File: src/rtl/tglf_pkg.sv
`timescale 1ns / 1ps
`default_nettype none
// ----------------------------------------------------------------------------
// tglf_pkg: shared constants, types and functions for the tile layout unit
// Widths, register indexes, microcode format and program, small grid tables.
// ----------------------------------------------------------------------------
package tglf_pkg;

  // Layout constants
  localparam int MAX_WINDOWS = 64;
  localparam int BORDER_PX   = 2;
  localparam int TITLE_PX    = 20;
  localparam int BAR_PX      = 20;
  localparam int SLOT_CAP    = (MAX_WINDOWS < 64) ? MAX_WINDOWS : 64;
  localparam int GRID_MAX    = 8;

  // Field widths
  localparam int COORD_W    = 16;
  localparam int COUNT_W    = 7;
  localparam int IDX_W      = 6;
  localparam int STEP_W     = 2;
  localparam int CFG_IDX_W  = 3;
  localparam int CFG_DATA_W = 16;

  // Internal widths
  localparam int GRID_W  = 4;   // cols/rows 1..8
  localparam int RC_W    = 3;   // row/col position 0..7
  localparam int MV_W    = 5;   // moved row/col, signed
  localparam int SPAN_W  = 18;  // cell width/height, signed
  localparam int POS_W   = 22;  // position sums, signed
  localparam int INNER_W = 19;  // inner size before clamp, signed

  // Divider: 16-bit dividend, 4 quotient bits per pass
  localparam int DIV_W           = 16;
  localparam int DIV_RADIX_BITS  = 4;
  localparam int DIV_PASSES      = DIV_W / DIV_RADIX_BITS;
  localparam int DIV_CNT_W       = $clog2(DIV_PASSES);

  // Reset values
  localparam logic [COORD_W-1:0] RST_SCREEN_W = COORD_W'(1920);
  localparam logic [COORD_W-1:0] RST_SCREEN_H = COORD_W'(1080);

  // Register indexes
  localparam logic [CFG_IDX_W-1:0] CFG_LAYOUT_MODE  = 3'd0;
  localparam logic [CFG_IDX_W-1:0] CFG_SCREEN_LEFT  = 3'd1;
  localparam logic [CFG_IDX_W-1:0] CFG_SCREEN_TOP   = 3'd2;
  localparam logic [CFG_IDX_W-1:0] CFG_SCREEN_WIDTH = 3'd3;
  localparam logic [CFG_IDX_W-1:0] CFG_SCREEN_HEIGHT= 3'd4;
  localparam logic [CFG_IDX_W-1:0] CFG_WINDOW_COUNT = 3'd5;

  // Word opcodes and modes
  localparam logic OP_PLACE     = 1'b0;
  localparam logic OP_FOCUS     = 1'b1;
  localparam logic MODE_GRID    = 1'b0;
  localparam logic MODE_MONOCLE = 1'b1;

  // Microcode format
  localparam int UPC_W = 5;

  typedef enum logic [3:0] {
    DP_NOP        = 4'd0,
    DP_SETUP      = 4'd1,
    DP_DLOAD_SW   = 4'd2,
    DP_DLOAD_SH   = 4'd3,
    DP_DLOAD_IX   = 4'd4,
    DP_DLOAD_FC   = 4'd5,
    DP_DSTEP      = 4'd6,
    DP_SAVE_RC    = 4'd7,
    DP_MONO_LD    = 4'd8,
    DP_MUL        = 4'd9,
    DP_EMIT_PLACE = 4'd10,
    DP_EMIT_ZERO  = 4'd11,
    DP_GRID_MOVE  = 4'd12,
    DP_MONO_MOVE  = 4'd13
  } dp_op_e;

  typedef enum logic [2:0] {
    JC_NEXT     = 3'd0,
    JC_ALWAYS   = 3'd1,
    JC_NOTHING  = 3'd2,
    JC_FOCUS    = 3'd3,
    JC_MONO     = 3'd4,
    JC_HIDDEN   = 3'd5,
    JC_DIV_LOOP = 3'd6,
    JC_END      = 3'd7
  } jump_cond_e;

  typedef struct packed {
    dp_op_e             op;
    jump_cond_e         cond;
    logic [UPC_W-1:0]   target;
  } uc_word_t;

  typedef struct packed {
    logic [GRID_W-1:0] rem;
    logic [DIV_W-1:0]  acc;
  } div_state_t;

  // Program labels
  localparam logic [UPC_W-1:0] UC_ENTRY      = 5'd0;
  localparam logic [UPC_W-1:0] UC_CHK_NONE   = 5'd1;
  localparam logic [UPC_W-1:0] UC_CHK_FOCUS  = 5'd2;
  localparam logic [UPC_W-1:0] UC_CHK_MODE   = 5'd3;
  localparam logic [UPC_W-1:0] UC_LD_SW      = 5'd4;
  localparam logic [UPC_W-1:0] UC_DIV_SW     = 5'd5;
  localparam logic [UPC_W-1:0] UC_LD_SH      = 5'd6;
  localparam logic [UPC_W-1:0] UC_DIV_SH     = 5'd7;
  localparam logic [UPC_W-1:0] UC_LD_IX      = 5'd8;
  localparam logic [UPC_W-1:0] UC_DIV_IX     = 5'd9;
  localparam logic [UPC_W-1:0] UC_SAVE_RC    = 5'd10;
  localparam logic [UPC_W-1:0] UC_MUL        = 5'd11;
  localparam logic [UPC_W-1:0] UC_EMIT_PLACE = 5'd12;
  localparam logic [UPC_W-1:0] UC_MONO_CHK   = 5'd13;
  localparam logic [UPC_W-1:0] UC_MONO_LD    = 5'd14;
  localparam logic [UPC_W-1:0] UC_FOCUS      = 5'd15;
  localparam logic [UPC_W-1:0] UC_LD_FC      = 5'd16;
  localparam logic [UPC_W-1:0] UC_DIV_FC     = 5'd17;
  localparam logic [UPC_W-1:0] UC_GRID_MOVE  = 5'd18;
  localparam logic [UPC_W-1:0] UC_EMIT_ZERO  = 5'd19;
  localparam logic [UPC_W-1:0] UC_MONO_MOVE  = 5'd20;

  function automatic uc_word_t uc_rom(input logic [UPC_W-1:0] upc);
    uc_word_t w;
    w = '{DP_NOP, JC_ALWAYS, UC_EMIT_ZERO};
    unique case (upc)
      UC_ENTRY:      w = '{DP_SETUP,      JC_NEXT,     UC_ENTRY};
      UC_CHK_NONE:   w = '{DP_NOP,        JC_NOTHING,  UC_EMIT_ZERO};
      UC_CHK_FOCUS:  w = '{DP_NOP,        JC_FOCUS,    UC_FOCUS};
      UC_CHK_MODE:   w = '{DP_NOP,        JC_MONO,     UC_MONO_CHK};
      UC_LD_SW:      w = '{DP_DLOAD_SW,   JC_NEXT,     UC_ENTRY};
      UC_DIV_SW:     w = '{DP_DSTEP,      JC_DIV_LOOP, UC_DIV_SW};
      UC_LD_SH:      w = '{DP_DLOAD_SH,   JC_NEXT,     UC_ENTRY};
      UC_DIV_SH:     w = '{DP_DSTEP,      JC_DIV_LOOP, UC_DIV_SH};
      UC_LD_IX:      w = '{DP_DLOAD_IX,   JC_NEXT,     UC_ENTRY};
      UC_DIV_IX:     w = '{DP_DSTEP,      JC_DIV_LOOP, UC_DIV_IX};
      UC_SAVE_RC:    w = '{DP_SAVE_RC,    JC_NEXT,     UC_ENTRY};
      UC_MUL:        w = '{DP_MUL,        JC_NEXT,     UC_ENTRY};
      UC_EMIT_PLACE: w = '{DP_EMIT_PLACE, JC_END,      UC_ENTRY};
      UC_MONO_CHK:   w = '{DP_NOP,        JC_HIDDEN,   UC_EMIT_ZERO};
      UC_MONO_LD:    w = '{DP_MONO_LD,    JC_ALWAYS,   UC_MUL};
      UC_FOCUS:      w = '{DP_NOP,        JC_MONO,     UC_MONO_MOVE};
      UC_LD_FC:      w = '{DP_DLOAD_FC,   JC_NEXT,     UC_ENTRY};
      UC_DIV_FC:     w = '{DP_DSTEP,      JC_DIV_LOOP, UC_DIV_FC};
      UC_GRID_MOVE:  w = '{DP_GRID_MOVE,  JC_NEXT,     UC_ENTRY};
      UC_EMIT_ZERO:  w = '{DP_EMIT_ZERO,  JC_END,      UC_ENTRY};
      UC_MONO_MOVE:  w = '{DP_MONO_MOVE,  JC_ALWAYS,   UC_EMIT_ZERO};
      default: ;
    endcase
    return w;
  endfunction

  // ceil(sqrt(n)), 1 for n = 0
  function automatic logic [GRID_W-1:0] grid_cols(input logic [COUNT_W-1:0] n);
    logic [GRID_W-1:0] c;
    c = GRID_W'(GRID_MAX);
    for (int k = GRID_MAX; k >= 1; k--) begin
      if (k * k >= int'(n)) c = GRID_W'(k);
    end
    return c;
  endfunction

  // ceil(n / c): smallest r with r * c >= n
  function automatic logic [GRID_W-1:0] grid_rows(input logic [COUNT_W-1:0] n,
                                                  input logic [GRID_W-1:0]  c);
    logic [GRID_W-1:0] r;
    r = GRID_W'(GRID_MAX);
    for (int k = GRID_MAX; k >= 1; k--) begin
      if (k * int'(c) >= int'(n)) r = GRID_W'(k);
    end
    return r;
  endfunction

  // Four restoring quotient bits
  function automatic div_state_t div_pass(input div_state_t s_in,
                                          input logic [GRID_W-1:0] d);
    div_state_t       s;
    logic [GRID_W:0]  r;
    s = s_in;
    for (int k = 0; k < DIV_RADIX_BITS; k++) begin
      r = {s.rem, s.acc[DIV_W-1]};
      s.acc = {s.acc[DIV_W-2:0], 1'b0};
      if (r >= {1'b0, d}) begin
        r = r - {1'b0, d};
        s.acc[0] = 1'b1;
      end
      s.rem = r[GRID_W-1:0];
    end
    return s;
  endfunction

  function automatic logic [COORD_W-1:0] sat_s16(input logic signed [POS_W-1:0] v);
    logic [COORD_W-1:0] r;
    if (v < -32768) begin
      r = 16'h8000;
    end else if (v > 32767) begin
      r = 16'h7fff;
    end else begin
      r = v[COORD_W-1:0];
    end
    return r;
  endfunction

  function automatic logic [COORD_W-1:0] inner_clamp(input logic signed [INNER_W-1:0] v);
    logic [COORD_W-1:0] r;
    if (v < 1) begin
      r = 16'h0001;
    end else if (v > 65535) begin
      r = 16'hffff;
    end else begin
      r = v[COORD_W-1:0];
    end
    return r;
  endfunction

endpackage
`default_nettype wire

File: src/rtl/tile_grid_layout_focus_unit.sv
`timescale 1ns / 1ps
`default_nettype none
// ----------------------------------------------------------------------------
// tile_grid_layout_focus_unit: window tiling and focus tracking
// Microcoded sequencer over a shared 4-bit-per-cycle divider and one adder path.
// ----------------------------------------------------------------------------
// One word is in work at a time. After a word is taken, the sequencer runs
// a grid place as three 16-bit divides by the column or row count (four
// quotient bits per cycle in the shared divider), a grid focus move as one
// divide, and a monocle place, a hidden monocle place or a monocle focus
// move with no divide; with nothing to do it goes straight to an empty
// result. The next word is taken in the cycle after the result is emitted.
// A result waits in the output register, so the sequencer stalls only when
// a new result is ready while the previous one is still stalled. No memory, no clearing pass after reset.
module tile_grid_layout_focus_unit (
  input  logic                             clk_i,
  input  logic                             rst_ni,
  input  logic                             cfg_we_i,
  input  logic [tglf_pkg::CFG_IDX_W-1:0]   cfg_index_i,
  input  logic [tglf_pkg::CFG_DATA_W-1:0]  cfg_data_i,
  input  logic                             in_valid_i,
  output logic                             in_stall_o,
  input  logic                             op_i,
  input  logic [tglf_pkg::IDX_W-1:0]       window_index_i,
  input  logic signed [tglf_pkg::STEP_W-1:0] step_x_i,
  input  logic signed [tglf_pkg::STEP_W-1:0] step_y_i,
  output logic                             out_valid_o,
  input  logic                             out_stall_i,
  output logic signed [tglf_pkg::COORD_W-1:0] frame_x_o,
  output logic signed [tglf_pkg::COORD_W-1:0] frame_y_o,
  output logic [tglf_pkg::COORD_W-1:0]     inner_width_o,
  output logic [tglf_pkg::COORD_W-1:0]     inner_height_o,
  output logic                             shown_o,
  output logic [tglf_pkg::IDX_W-1:0]       focus_now_o,
  output logic                             nothing_done_o
);
  import tglf_pkg::*;

  // Configuration
  logic                       layout_mode_q;
  logic signed [COORD_W-1:0]  screen_left_q;
  logic signed [COORD_W-1:0]  screen_top_q;
  logic [COORD_W-1:0]         screen_width_q;
  logic [COORD_W-1:0]         screen_height_q;
  logic [COUNT_W-1:0]         window_count_q;

  // Sequencer
  logic                       busy_q, busy_d;
  logic [UPC_W-1:0]           upc_q, upc_d;
  uc_word_t                   uc;
  logic                       is_emit, out_free, hold, emit_fire, in_acc;

  // State
  logic [IDX_W-1:0]           focus_q, focus_d;

  // Word and datapath
  logic                       op_q;
  logic [IDX_W-1:0]           idx_q;
  logic signed [STEP_W-1:0]   step_x_q, step_y_q;
  logic [COUNT_W-1:0]         n_q;
  logic [GRID_W-1:0]          cols_q, rows_q;
  logic                       none_q;
  div_state_t                 div_q;
  logic [GRID_W-1:0]          div_d_q;
  logic [DIV_CNT_W-1:0]       div_cnt_q;
  logic                       sh_neg_q;
  logic signed [SPAN_W-1:0]   cw_q, chh_q;
  logic [RC_W-1:0]            row_q, col_q;
  logic signed [POS_W-1:0]    prod_x_q, prod_y_q;

  // Output register
  logic                       out_valid_q;
  logic signed [COORD_W-1:0]  frame_x_q, frame_y_q;
  logic [COORD_W-1:0]         inner_width_q, inner_height_q;
  logic                       shown_q, nothing_done_q;
  logic [IDX_W-1:0]           focus_now_q;

  // Combinational
  logic [COUNT_W-1:0]         n_eff;
  logic signed [SPAN_W-1:0]   sh, sy, quo_s;
  logic [DIV_W-1:0]           sh_mag;
  logic signed [POS_W-1:0]    pos_x, pos_y;
  logic signed [INNER_W-1:0]  iw_raw, ih_raw;
  logic signed [MV_W-1:0]     r_new, c_new;
  logic [COUNT_W-1:0]         move_t;
  logic                       move_ok, step_up;
  logic [IDX_W-1:0]           mono_tgt;

  assign n_eff  = (window_count_q > COUNT_W'(SLOT_CAP)) ? COUNT_W'(SLOT_CAP) : window_count_q;
  assign sh     = $signed({2'b00, screen_height_q}) - SPAN_W'(BAR_PX);
  assign sh_mag = sh[SPAN_W-1] ? DIV_W'(-sh) : DIV_W'(sh);
  assign sy     = SPAN_W'(screen_top_q) + SPAN_W'(BAR_PX);
  assign quo_s  = $signed({2'b00, div_q.acc});

  assign pos_x  = POS_W'(screen_left_q) + prod_x_q;
  assign pos_y  = POS_W'(sy) + prod_y_q;
  assign iw_raw = INNER_W'(cw_q) - INNER_W'(2 * BORDER_PX);
  assign ih_raw = INNER_W'(chh_q) - INNER_W'(TITLE_PX + BORDER_PX);

  // Grid move: quotient is the row, remainder the column
  assign r_new   = $signed({2'b00, div_q.acc[RC_W-1:0]}) + MV_W'(step_y_q);
  assign c_new   = $signed({2'b00, div_q.rem[RC_W-1:0]}) + MV_W'(step_x_q);
  assign move_t  = COUNT_W'(r_new[RC_W-1:0]) * COUNT_W'(cols_q) + COUNT_W'(c_new[RC_W-1:0]);
  assign move_ok = (r_new >= 0) && (c_new >= 0) &&
                   (r_new < $signed({1'b0, rows_q})) && (c_new < $signed({1'b0, cols_q})) &&
                   (move_t < n_q);

  // Monocle: forward if step_x > 0 or step_y < 0
  assign step_up = (step_x_q > 0) || (step_y_q < 0);
  always_comb begin
    if (step_up) begin
      mono_tgt = (COUNT_W'(focus_q) + 1'b1 == n_q) ? '0 : focus_q + 1'b1;
    end else begin
      mono_tgt = (focus_q == '0) ? IDX_W'(n_q - 1'b1) : focus_q - 1'b1;
    end
  end

  // Sequencer control
  assign uc        = uc_rom(upc_q);
  assign is_emit   = (uc.op == DP_EMIT_PLACE) || (uc.op == DP_EMIT_ZERO);
  assign out_free  = !out_valid_q || !out_stall_i;
  assign hold      = is_emit && !out_free;
  assign emit_fire = busy_q && is_emit && out_free;
  assign in_acc    = in_valid_i && !busy_q;

  always_comb begin
    upc_d  = upc_q;
    busy_d = busy_q;
    if (!busy_q) begin
      if (in_valid_i) begin
        busy_d = 1'b1;
        upc_d  = UC_ENTRY;
      end
    end else if (!hold) begin
      upc_d = upc_q + 1'b1;
      unique case (uc.cond)
        JC_NEXT: ;
        JC_ALWAYS: upc_d = uc.target;
        JC_NOTHING: begin
          if (none_q) upc_d = uc.target;
        end
        JC_FOCUS: begin
          if (op_q == OP_FOCUS) upc_d = uc.target;
        end
        JC_MONO: begin
          if (layout_mode_q == MODE_MONOCLE) upc_d = uc.target;
        end
        JC_HIDDEN: begin
          if (idx_q != focus_q) upc_d = uc.target;
        end
        JC_DIV_LOOP: begin
          if (div_cnt_q != DIV_CNT_W'(DIV_PASSES - 1)) upc_d = uc.target;
        end
        JC_END: busy_d = 1'b0;
      endcase
    end
  end

  always_comb begin
    focus_d = focus_q;
    if (busy_q) begin
      unique case (uc.op)
        DP_SETUP: begin
          if ((n_q != '0) && (COUNT_W'(focus_q) >= n_q)) focus_d = IDX_W'(n_q - 1'b1);
        end
        DP_GRID_MOVE: begin
          if (move_ok) focus_d = move_t[IDX_W-1:0];
        end
        DP_MONO_MOVE: focus_d = mono_tgt;
        default: ;
      endcase
    end
  end

  always_ff @(posedge clk_i or negedge rst_ni) begin
    if (!rst_ni) begin
      busy_q      <= 1'b0;
      upc_q       <= UC_ENTRY;
      focus_q     <= '0;
      out_valid_q <= 1'b0;
    end else begin
      busy_q      <= busy_d;
      upc_q       <= upc_d;
      focus_q     <= focus_d;
      out_valid_q <= emit_fire || (out_valid_q && out_stall_i);
    end
  end

  always_ff @(posedge clk_i or negedge rst_ni) begin
    if (!rst_ni) begin
      layout_mode_q   <= MODE_GRID;
      screen_left_q   <= '0;
      screen_top_q    <= '0;
      screen_width_q  <= RST_SCREEN_W;
      screen_height_q <= RST_SCREEN_H;
      window_count_q  <= '0;
    end else if (cfg_we_i) begin
      unique case (cfg_index_i)
        CFG_LAYOUT_MODE:   layout_mode_q   <= cfg_data_i[0];
        CFG_SCREEN_LEFT:   screen_left_q   <= cfg_data_i;
        CFG_SCREEN_TOP:    screen_top_q    <= cfg_data_i;
        CFG_SCREEN_WIDTH:  screen_width_q  <= cfg_data_i;
        CFG_SCREEN_HEIGHT: screen_height_q <= cfg_data_i;
        CFG_WINDOW_COUNT:  window_count_q  <= cfg_data_i[COUNT_W-1:0];
        default: ;
      endcase
    end
  end

  // Datapath
  always_ff @(posedge clk_i) begin
    if (in_acc) begin
      op_q     <= op_i;
      idx_q    <= window_index_i;
      step_x_q <= step_x_i;
      step_y_q <= step_y_i;
      n_q      <= n_eff;
      cols_q   <= grid_cols(n_eff);
    end
    if (busy_q) begin
      unique case (uc.op)
        DP_SETUP: begin
          rows_q <= grid_rows(n_q, cols_q);
          none_q <= (n_q == '0) || ((op_q == OP_PLACE) && (COUNT_W'(idx_q) >= n_q));
        end
        DP_DLOAD_SW: begin
          div_q     <= '{rem: '0, acc: screen_width_q};
          div_d_q   <= cols_q;
          div_cnt_q <= '0;
        end
        DP_DLOAD_SH: begin
          cw_q      <= quo_s;
          div_q     <= '{rem: '0, acc: sh_mag};
          div_d_q   <= rows_q;
          div_cnt_q <= '0;
          sh_neg_q  <= sh[SPAN_W-1];
        end
        DP_DLOAD_IX: begin
          chh_q     <= sh_neg_q ? -quo_s : quo_s;
          div_q     <= '{rem: '0, acc: DIV_W'(idx_q)};
          div_d_q   <= cols_q;
          div_cnt_q <= '0;
        end
        DP_DLOAD_FC: begin
          div_q     <= '{rem: '0, acc: DIV_W'(focus_q)};
          div_d_q   <= cols_q;
          div_cnt_q <= '0;
        end
        DP_DSTEP: begin
          div_q     <= div_pass(div_q, div_d_q);
          div_cnt_q <= div_cnt_q + 1'b1;
        end
        DP_SAVE_RC: begin
          row_q <= div_q.acc[RC_W-1:0];
          col_q <= div_q.rem[RC_W-1:0];
        end
        DP_MONO_LD: begin
          cw_q  <= $signed({2'b00, screen_width_q});
          chh_q <= sh;
          row_q <= '0;
          col_q <= '0;
        end
        DP_MUL: begin
          prod_x_q <= POS_W'($signed({1'b0, col_q})) * POS_W'(cw_q);
          prod_y_q <= POS_W'($signed({1'b0, row_q})) * POS_W'(chh_q);
        end
        DP_EMIT_PLACE: begin
          if (out_free) begin
            frame_x_q      <= sat_s16(pos_x);
            frame_y_q      <= sat_s16(pos_y);
            inner_width_q  <= inner_clamp(iw_raw);
            inner_height_q <= inner_clamp(ih_raw);
            shown_q        <= 1'b1;
            focus_now_q    <= focus_q;
            nothing_done_q <= 1'b0;
          end
        end
        DP_EMIT_ZERO: begin
          if (out_free) begin
            frame_x_q      <= '0;
            frame_y_q      <= '0;
            inner_width_q  <= '0;
            inner_height_q <= '0;
            shown_q        <= 1'b0;
            focus_now_q    <= focus_q;
            nothing_done_q <= none_q;
          end
        end
        default: ;
      endcase
    end
  end

  assign in_stall_o     = busy_q;
  assign out_valid_o    = out_valid_q;
  assign frame_x_o      = frame_x_q;
  assign frame_y_o      = frame_y_q;
  assign inner_width_o  = inner_width_q;
  assign inner_height_o = inner_height_q;
  assign shown_o        = shown_q;
  assign focus_now_o    = focus_now_q;
  assign nothing_done_o = nothing_done_q;

  // Checks
  a_accept_starts: assert property (@(posedge clk_i) disable iff (!rst_ni)
    in_acc |=> (busy_q && (upc_q == UC_ENTRY)))
    else $error("accepted word did not start the program");

  a_focus_clamped: assert property (@(posedge clk_i) disable iff (!rst_ni)
    (busy_q && (upc_q == UC_CHK_NONE)) |-> ((n_q == '0) || (COUNT_W'(focus_q) < n_q)))
    else $error("focus not clamped below window count");

  a_div_nonzero: assert property (@(posedge clk_i) disable iff (!rst_ni)
    (busy_q && (uc.op == DP_DSTEP)) |-> (div_d_q != '0))
    else $error("divide by zero in sequencer");

  a_div_rem: assert property (@(posedge clk_i) disable iff (!rst_ni)
    (busy_q && (uc.op == DP_DSTEP)) |=> (div_q.rem < div_d_q))
    else $error("divider remainder not below divisor");

  a_emit_busy: assert property (@(posedge clk_i) disable iff (!rst_ni)
    $rose(out_valid_q) |-> $past(busy_q))
    else $error("result produced while sequencer idle");

endmodule
`default_nettype wire
File: config.mk
export PLATFORM = sky130hd
export DESIGN_NAME = tile_grid_layout_focus_unit
export DESIGN_NICKNAME = d
export VERILOG_FILES = /design/src/rtl/tglf_pkg.sv /design/src/rtl/tile_grid_layout_focus_unit.sv
export SDC_FILE = /design/constraint.sdc
export NUM_CORES = 1
export LEC_CHECK = 0
export ABC_AREA = 1
export BUFFER_PORTS_ARGS = -buffer_cell sky130_fd_sc_hd__buf_2
export CAP_MARGIN = 10
export CORE_ASPECT_RATIO = 0.7
export CORE_MARGIN = 2
export CORE_UTILIZATION = 45
export CTS_CLUSTER_SIZE = 20
export DETAILED_ROUTE_END_ITERATION = 12
export PLACE_DENSITY_LB_ADDON = 0.08
export SYNTH_ARGS = -nofsm -noshare
export SYNTH_HDL_FRONTEND = slang
export SYNTH_SLANG_ARGS = --single-unit
File: constraint.sdc
create_clock -name clk_i -period 8.1 [get_ports clk_i]
set_clock_uncertainty 0.05 [all_clocks]
set_input_delay 1.62 -clock clk_i [delete_from_list [all_inputs] [get_ports clk_i]]
set_output_delay 1.62 -clock clk_i [all_outputs]
set_load 0.03 [all_outputs]
==> impl_metrics.toml <==
[sta]
tightest_slew_ns = 1.086
setup_viol = 0
fin_crit_ns = 6.703
fin_crit_sh_pct = 82.76
rsz0062_at_grt = "false"
tns_ns = 0
clock.fmax_mhz = 149.2
final_hold_viol_count = 0
postLayoutSetupSlackWorst_ns = 1.397
slew_headroom_pct = 27.41
slew_viol_final = 0

[route]
drt_iter0_drc = 1739
dr.pass1.iters = 6
ant_nets = 0
drc = 0
wl_per_cell_um = 17.17
vias_per_cell = 5.235
num_vias = 21890
wirelength_um = 71810

[cts]
numCtsBuffers = 34
cts_root_buffer = "clkbuf_16"
cts_hold_buf = 0
cts_htree_levels = 2
postCtsSetupRepairBufs = 0
clockBufferDepth = 3
cts_resized = 0
clk_latency_ns = 0.56
clock_sinks = 293
cts_tree = "built"
clk_pin_slew_ns = 0.06

[die]
ios = 109
initial_utilization_pct = 45.53
std_cell_rows = 72
die_area_um2 = 57910
placeableCoreArea_um2 = 55310
die_h_um = 201.9
die_x_um = 286.8

[min_path]
hold_depth = 2
hold_path.class = "flop to flop"
hp-start = "screen_top_q[2]$_DFFE_PN0P_"

[synthesis]
synth-async-reset-ratio_pct = 29.01
synth_area_um2 = 25190
synth_top_area_share_pct = 24.80
yosys_register_bits = 293
synth_cell_type_count = 66
ys_seq_area_share_pct = 33.28
synth_nets = 3670
synth_area_per_cell_um2 = 7.579
synth_edf_count = 208
syn_inst = 3323
synth_top_area_cell = "edfxtp_1"
yosysWarnings = 0
netlist_top_cells_area = "edfxtp_1, ha_1, nand2_1"
yosys_most_used_dff = "edfxtp_1"

[worst_setup_path]
slowest_delay_ns = 0.51
start_kind = "flop"
worstReg2RegEnd = "div_q[0]$_DFFE_PP_"
crit_top_cell = "nand2_1"
rr_worst_depth = 31
crit_end = "div_q[0]$_DFFE_PP_"
slowest_stage = "edfxtp_1"
rrSetupSlack_ns = 1.40
path_class = "flop to flop"
cp_max_fo = 8
worstPathArrival_ns = 6.95
startpoint = "div_d_q[1]$_DFFE_PP_"
reg2reg_from = "div_d_q[1]$_DFFE_PP_"
endpoint_kind = "flop"
worstPathRequired_ns = 8.35

[global_routing]
grt_start_max_net_pins = 72
antenna_found_initial = 2
overflow = 0
track_usage_pct = 25.06
grt_pass1_wl_um = 114900
grt_pass1_vias = 20690

[place]
dp_slack_ns = 1.472
hpwlAfterDp_um = 57110
routabilityCongestion = 0.8948
numPortBuffers = 108

[finish]
antenna_cells = 0
drive_above_1_share_pct = 7.670
nNetsFinal = 3764
final_util_pct = 49.96
fillCellCount = 5450
areaGrowthSynthToFinish_pct = 9.727

[flow_run]
cap_violations = 0

[outcome]
status = "finished, final reports clean"
-- registers in the layout (all words and copies together), names as in the netlist, 18 cells and up --
| name | count |
|---|---|
| prod_y_q | 22 |
| chh_q | 18 |
| prod_x_q | 20 |
| div_q | 20 |
-- layer usage --
metal  vias up  GRT usage [%]  part of all wire, %
li1      10880              -                    -
met1     10310          39.88                   52
met2       629          35.40                   40
met3        80          3.386                  6.4
met4         0          5.934                  2.0
met5         -              0                    0
-- cell usage in the layout, fill, tap and decap left out, drive strengths merged, types with 42 or more instances in the layout --
cell type,n
ha,262
nor3,43
fa,50
buf,116
clkbuf,42
edfxtp,208
inv,626
nor2,305
dfrtp,77
nand2,856
nand3,164
a21oi,183
o21ai,188
xor2,101
-- cell usage after synthesis, types with 5 or more instances --
cell type,number
and2_1,5
o221ai_1,6
clkbuf_1,38
nand3b_1,9
a31oi_1,9
nor2_4,6
o21ai_1,21
nor3_1,40
o211ai_1,8
nand2_4,5
xor2_1,100
xnor2_1,36
nand3_2,8
fa_1,50
nor2_1,294
buf_6,9
o21ai_0,165
nand4_1,36
edfxtp_1,208
nand3_1,155
buf_2,9
ha_1,262
inv_1,607
dfrtp_1,77
nor2_2,5
dfstp_2,8
a21boi_0,10
o22ai_1,10
a21o_1,10
nand2_2,15
inv_2,16
a21oi_1,178
o21bai_1,12
nand2_1,836
-- area by class of cell --
| type | count | area (µm²) | share of cell area, % |
|---|---|---|---|
| inverters | 627 | 2364 | 8.552 |
| repair buffers | 116 | 603.1 | 2.182 |
| clock inverters | 19 | 265.3 | 0.9598 |
| multi-input cells | 2345 | 14160 | 51.24 |
| well taps | 740 | 925.9 | 3.350 |
| flip-flops and latches | 293 | 8383 | 30.33 |
| clock buffers | 42 | 933.4 | 3.377 |
-- how the worst min path moves through the flow --
stage,endpoint,slack [ns]
final,screen_top_q[2]$_DFFE_PN0P_,0.44
after global routing,screen_width_q[10]$_DFFE_PN1P_,0.46
after CTS,screen_top_q[2]$_DFFE_PN0P_,0.44
after detailed placement,screen_top_q[2]$_DFFE_PN0P_,0.43
after global placement,screen_width_q[5]$_DFFE_PN0P_,0.42
after floorplan,focus_now_o[2]$_DFFE_PP_,0.40
-- worst max-delay path, delay by kind of cell, from the launching register on --
kind	cells	cell delay, ns
AOI/OAI and AO/OA	8	1.97
adders and majority gates	4	1.25
DFF	1	0.51
buffers and inverters	3	0.46
and+or+nand+nor	16	2.22
-- logic make-up after synthesis --
| kind of cell | share of synthesized area (%) |
|---|---|
| AND/OR/NAND/NOR | 23.93 |
| multiplexers | 0.03974 |
| adder cells (fa/ha/maj) | 16.99 |
| flip-flops | 33.28 |
| XOR/XNOR | 4.794 |
| buffers and inverters | 10.59 |
| AO/OA/AOI/OAI | 10.37 |
-- metrics by stage --
stage                     area [µm²]  cells  hold WS (ns)
final                          27640   4182        0.4387
after global routing           27640   4182        0.4627
after CTS                      27640   4182        0.4437
after detailed placement       26440   4121        0.4283
after global placement         26440   4121        0.4194
after floorplan                25190   3323        0.3978
Power is left out: the tool's default activity adds up to more than one toggle a clock period on the data nets, which glitch-free logic cannot reach.
